<file path="src/radial_light_stamp_map_defines.svh">
// Assertion macros for the radial light stamp map.
`ifndef RADIAL_LIGHT_STAMP_MAP_DEFINES_SVH
`define RADIAL_LIGHT_STAMP_MAP_DEFINES_SVH

// same-cycle implication
`define RLSM_ASSERT_IMPL(name, clk, rstn, ante, cons, msg) \
  name: assert property (@(posedge clk) disable iff (!rstn) (ante) |-> (cons)) \
    else $error(msg);

// next-cycle implication
`define RLSM_ASSERT_NEXT(name, clk, rstn, ante, cons, msg) \
  name: assert property (@(posedge clk) disable iff (!rstn) (ante) |=> (cons)) \
    else $error(msg);

`endif

</file>
<file path="src/rlsm_pkg.sv">
// Shared types and constants of the radial light stamp map.
`default_nettype none
package rlsm_pkg;

  localparam int unsigned OP_W   = 2;
  localparam int unsigned POS_W  = 6;
  localparam int unsigned RAD_W  = 5;
  localparam int unsigned VAL_W  = 8;
  localparam int unsigned DIM_W  = POS_W + 1;
  localparam int unsigned NUM_W  = VAL_W + RAD_W;
  localparam int unsigned SQ_W   = 2 * RAD_W + 1;
  localparam int unsigned ROOT_W = RAD_W;
  localparam int unsigned AFULL_W = POS_W + DIM_W + 1;
  localparam int unsigned TBL_N  = 2 ** RAD_W;

  localparam logic REG_MAP_WIDTH  = 1'b0;
  localparam logic REG_MAP_HEIGHT = 1'b1;

  typedef enum logic [OP_W-1:0] {
    OP_LOAD   = 2'd0,
    OP_READ   = 2'd1,
    OP_ADD    = 2'd2,
    OP_REMOVE = 2'd3
  } op_e;

  typedef struct packed {
    logic capture;
    logic mem_wr_pos;
    logic mem_rd_pos;
    logic tbl_mul;
    logic div_step;
    logic tbl_wr;
    logic cell_eval;
    logic cell_rd;
    logic sqrt_step;
    logic cell_wr;
    logic cell_next;
    logic result;
  } cmd_t;

  typedef struct packed {
    logic reject;
    logic is_load;
    logic is_read;
    logic r_zero;
    logic div_last;
    logic tbl_last;
    logic in_disc;
    logic sqrt_last;
    logic cell_last;
  } sts_t;

endpackage
`default_nettype wire

</file>
<file path="src/rlsm_ctrl.sv">
// Sequencing state machine of the radial light stamp map.
`default_nettype none
module rlsm_ctrl (
  input  wire logic          clk_i,
  input  wire logic          rst_ni,
  input  wire logic          start,
  input  rlsm_pkg::sts_t     sts_i,
  output rlsm_pkg::cmd_t     cmd_o,
  output logic               busy,
  output logic               done_o
);

  typedef enum logic [3:0] {
    ST_IDLE,
    ST_CHECK,
    ST_TBL_MUL,
    ST_DIV,
    ST_TBL_WR,
    ST_CELL_EVAL,
    ST_CELL_RD,
    ST_SQRT,
    ST_CELL_WR,
    ST_RESULT
  } state_e;

  state_e state_q, state_d;
  logic   done_q;

  always_comb begin
    cmd_o   = '0;
    state_d = state_q;
    case (state_q)
      ST_IDLE: begin
        cmd_o.capture = start;
        if (start) state_d = ST_CHECK;
      end
      ST_CHECK: begin
        if (sts_i.reject) begin
          state_d = ST_RESULT;
        end else if (sts_i.is_load) begin
          cmd_o.mem_wr_pos = 1'b1;
          state_d = ST_RESULT;
        end else if (sts_i.is_read) begin
          cmd_o.mem_rd_pos = 1'b1;
          state_d = ST_RESULT;
        end else if (sts_i.r_zero) begin
          state_d = ST_RESULT;
        end else begin
          state_d = ST_TBL_MUL;
        end
      end
      ST_TBL_MUL: begin
        cmd_o.tbl_mul = 1'b1;
        state_d = ST_DIV;
      end
      ST_DIV: begin
        cmd_o.div_step = 1'b1;
        if (sts_i.div_last) state_d = ST_TBL_WR;
      end
      ST_TBL_WR: begin
        cmd_o.tbl_wr = 1'b1;
        state_d = sts_i.tbl_last ? ST_CELL_EVAL : ST_TBL_MUL;
      end
      ST_CELL_EVAL: begin
        cmd_o.cell_eval = 1'b1;
        state_d = ST_CELL_RD;
      end
      ST_CELL_RD: begin
        if (sts_i.in_disc) begin
          cmd_o.cell_rd = 1'b1;
          state_d = ST_SQRT;
        end else begin
          cmd_o.cell_next = 1'b1;
          state_d = sts_i.cell_last ? ST_RESULT : ST_CELL_EVAL;
        end
      end
      ST_SQRT: begin
        cmd_o.sqrt_step = 1'b1;
        if (sts_i.sqrt_last) state_d = ST_CELL_WR;
      end
      ST_CELL_WR: begin
        cmd_o.cell_wr   = 1'b1;
        cmd_o.cell_next = 1'b1;
        state_d = sts_i.cell_last ? ST_RESULT : ST_CELL_EVAL;
      end
      ST_RESULT: begin
        cmd_o.result = 1'b1;
        state_d = ST_IDLE;
      end
      default: state_d = ST_IDLE;
    endcase
  end

  always_ff @(posedge clk_i or negedge rst_ni) begin
    if (!rst_ni) begin
      state_q <= ST_IDLE;
      done_q  <= 1'b0;
    end else begin
      state_q <= state_d;
      done_q  <= (state_q == ST_RESULT);
    end
  end

  assign busy   = (state_q != ST_IDLE);
  assign done_o = done_q;

endmodule
`default_nettype wire

</file>
<file path="config.mk">
export PLATFORM = sky130hd
export DESIGN_NAME = rlsm_ctrl
export DESIGN_NICKNAME = d
export VERILOG_FILES = /design/src/radial_light_stamp_map_defines.svh /design/src/rlsm_pkg.sv /design/src/rlsm_ctrl.sv
export SDC_FILE = /design/constraint.sdc
export NUM_CORES = 1
export LEC_CHECK = 0
export ABC_AREA = 1
export BUFFER_PORTS_ARGS = -buffer_cell sky130_fd_sc_hd__buf_2
export CAP_MARGIN = 20
export CORE_AREA = 2 2 39 41
export DETAILED_ROUTE_END_ITERATION = 7
export DIE_AREA = 0 0 41 43
export PLACE_DENSITY = 0.66
export SLEW_MARGIN = 20
export SYNTH_ARGS = -nofsm -noshare
export SYNTH_HDL_FRONTEND = slang
export SYNTH_SLANG_ARGS = --single-unit
</file>
<file path="constraint.sdc">
create_clock -name clk_i -period 1.2 [get_ports clk_i]
set_input_delay 0.12 -clock clk_i [delete_from_list [all_inputs] [get_ports clk_i]]
set_output_delay 0.12 -clock clk_i [all_outputs]
set_load 0.02 [all_outputs]
</file>
==> impl_metrics.env <==
export IMPL_die_y_um=43
export IMPL_status="complete, but fails checks"
export IMPL_dieWidth_um=41
export IMPL_worstPathCellList="nor2_2 -> nand2_2 -> o21ai_1 -> buf_4"
export IMPL_ant_nets=0
export IMPL_crit_fanout=6
export IMPL_htreeDepth=1
export IMPL_insertion_delay_ns=0.24
export IMPL_violations="negative setup slack"
export IMPL_avgSynthCellArea_um2=5.49
export IMPL_synthDistinctLibCells=15
export IMPL_clk_pin_slew_ns=0.04
export IMPL_hp_class="in -> reg"
export IMPL_cp_num_buf_inv=1
export IMPL_overflow=0
export IMPL_synth_top_area_cell="dfrtp_1"
export IMPL_slew_headroom_pct=86.5
export IMPL_syn_to_final_growth_pct=106
export IMPL_grtUsageMet2_pct=35.9
export IMPL_worstSetupPathType="reg -> out"
export IMPL_regArea_um2=130
export IMPL_grt_busiest_layer="met2"
export IMPL_avgViaCountPerCell=4.59
export IMPL_cts_path_max_buffers=2
export IMPL_cts_root_buf="clkbuf_4"
export IMPL_cts_sinks=5
export IMPL_ys_top_cells_by_count="nand2_1 (27), inv_1 (16), nor2_1 (16)"
export IMPL_synth_edf_count=0
export IMPL_final_util_pct=69.5
export IMPL_fillers=112
export IMPL_p_int_uw=1060
export IMPL_cp_arrival_ns=1.29
export IMPL_tightestPinTransition_ns=0.200
export IMPL_clkPwrFrac_pct=9.6
export IMPL_drive_gt1_share_pct=56.8
export IMPL_use_met3_pct=1.57
export IMPL_fin_skew_ns=0.00269
export IMPL_leakagePower_uw=0.000553
export IMPL_p_seq_share_pct=17.9
export IMPL_grt_max_degree=7
export IMPL_startpoint_type="flip-flop"
export IMPL_pwr_share_comb_pct=72.4
export IMPL_fp_dieArea_um2=1760
export IMPL_post_route_cell_area_um2=962
export IMPL_synthTopCellsByArea="dfrtp_1 (27%), nand2_1 (22%), inv_1 (13%)"
export IMPL_antenna_found_initial=0
export IMPL_start_util_pct=33.7
export IMPL_syn_inst=85
export IMPL_post_route_period_util_pct=118
export IMPL_cts_buffers=3
export IMPL_setup_tns_ns=-2.25
export IMPL_cp_slowest_cell="dfrtp_2"
export IMPL_portBuffers=25
export IMPL_power_density_nw_per_um2=2120
export IMPL_hold_slack_ns=0.208
export IMPL_track_usage_pct=20.9
export IMPL_fin_nets=145
export IMPL_vias=679
export IMPL_yosysWarnings=0
export IMPL_ioPinCount=26
export IMPL_maxSlewViolCount=0
export IMPL_core_area_um2=1380
export IMPL_place_area_um2=683
export IMPL_seq_area_frac_synth_pct=26.8
export IMPL_gp_congestion=0.770
export IMPL_placementRows=14
export IMPL_drtIter0Drc=10
export IMPL_end_kind="primary output"
export IMPL_netlist_area_leader_share_pct=26.8
export IMPL_maxCapViolCount=0
export IMPL_grt_first_pass_wirelength_um=2530
export IMPL_wire_per_inst_um=10.8
export IMPL_cp_top_family="flip-flops"
export IMPL_remaining_drc_errors=0
export IMPL_fin_crit_ns=1.41
export IMPL_hold_violations=0
export IMPL_wirelength_um=1590
export IMPL_cts_tree="yes"
export IMPL_syn_cell_area_um2=467
export IMPL_switchingPower_uw=981
export IMPL_dr_pass1_iters=4
export IMPL_p_sw_share_pct=48.1
export IMPL_multi_input_area_um2=383
export IMPL_required_ns=1.08
export IMPL_max_stage_delay_ns=0.47
export IMPL_setup_viol=17
export IMPL_synth_ff_type="dfrtp_1"
export IMPL_dpl_hpwl_um=1070
export IMPL_grt_pass1_vias=609
export IMPL_synth_most_common_cell="nand2_1"
export IMPL_grt_setup_unrepaired="true"
export IMPL_syn_nets=97
export IMPL_worst_slack_ns=-0.211
export IMPL_synth_seq_cells=5
export IMPL_max_freq_mhz=709
export IMPL_ir_drop_mv=1.23
export IMPL_synth_async_reset_ratio_pct=100
export IMPL_n_antenna_cell=0
export IMPL_grtUsageMet1_pct=26.1
export IMPL_post_place_ws_ns=-0.0130
stage by stage:
step | cells | power (µW)
6_report | 148 | 2040
5_1_grt | 148 | 2190
4_1_cts | 144 | 1880
3_5_place_dp | 131 | 1250
3_3_place_gp | 131 | 1250
2_1_floorplan | 85 | 935
power groups by stage:
stage	combinational [µW]	clock [µW]	sequential, µW
5_1_grt	1600	217	373
6_report	1480	196	365
3_5_place_dp	945	0	306
4_1_cts	1340	197	346
3_3_place_gp	946	0	304
2_1_floorplan	617	0	318
worst register-to-register path: stages (launching register included):
cell,delay (ns)
dfrtp_2,0.45
buf_4,0.16
nand2_2,0.14
inv_1,0.06
nand2_1,0.06
nand2_1,0.06
nor2_1,0.10
nand2_1,0.06
nand2_1,0.06
nand2_1,0.05
flip-flops by register name, indices dropped and copies added (netlist names):
name,count
done_o,1
state_q,4
final timing paths:
| check | end | depth (start not counted) | startpoint | slack, ns |
|---|---|---|---|---|
| min reg2reg | done_o$_DFF_PN0_ | 2 | state_q[2]$_DFFE_PN0P_ | 0.64 |
| min | state_q[1]$_DFFE_PN0P_ | 4 | sts_i[5] | 0.21 |
| max | cmd_o[1] | 4 | state_q[0]$_DFFE_PN0P_ | -0.21 |
| min in group asynchronous | state_q[1]$_DFFE_PN0P_ | 2 | rst_ni | 0.22 |
| max in group asynchronous | state_q[2]$_DFFE_PN0P_ | 2 | rst_ni | 0.83 |
| max reg2reg | state_q[2]$_DFFE_PN0P_ | 9 | state_q[1]$_DFFE_PN0P_ | -0.10 |
layout by cell type, fill, tap and decap left out:
cell type | synthesis | final
nor2_1 | 16 | 9
dfrtp_1 | 5 | 1
buf_2 | 0 | 15
o22ai_1 | 1 | 1
buf_6 | 0 | 8
nor3_4 | 0 | 2
nor2_2 | 4 | 5
inv_4 | 0 | 2
nor2_4 | 0 | 6
o21a_1 | 1 | 1
nand2_1 | 27 | 22
buf_12 | 0 | 1
dfrtp_2 | 0 | 4
inv_1 | 16 | 14
inv_2 | 2 | 2
clkbuf_4 | 0 | 3
nor4_2 | 0 | 1
nand3b_1 | 1 | 1
nand2_2 | 3 | 4
nand3_1 | 4 | 4
nand2_4 | 0 | 4
clkbuf_1 | 0 | 1
nand4_1 | 1 | 1
o21ai_1 | 0 | 1
dlygate4sd3_1 | 0 | 1
buf_4 | 0 | 18
layer usage:
metal	vias to the layer above	wire, µm	part of all wire (%)
met5	-	0	0
met4	0	22	1.4
met3	4	74	4.7
met2	30	870	55
met1	296	623	39
li1	349	-	-
area by class of cell:
class	count	share of cell area, %
clock buffer	4	2.73
multi-input combinational	62	39.8
tap	16	2.08
sequential	5	13.5
timing repair buffer	43	34.3
inverter	18	7.54
kinds of logic after synthesis:
| logic type | synth area share [%] |
|---|---|
| buffers and inverters | 14.5 |
| DFF | 26.8 |
| and+or+nand+nor | 54.7 |
| AOI/OAI and AO/OA | 4.02 |
timing repair:
| action | 4_1_cts | 5_1_grt |
|---|---|---|
| buffers inserted | 8 | 4 |
| setup endpoints to repair | 15 | 17 |
| hold endpoints to repair | 5 | 0 |
| hold buffers | 1 | 0 |
| gates resized for setup | 39 | 6 |
| pin swaps | 7 | 3 |
Note: power is estimated with default switching activity, not from simulation.
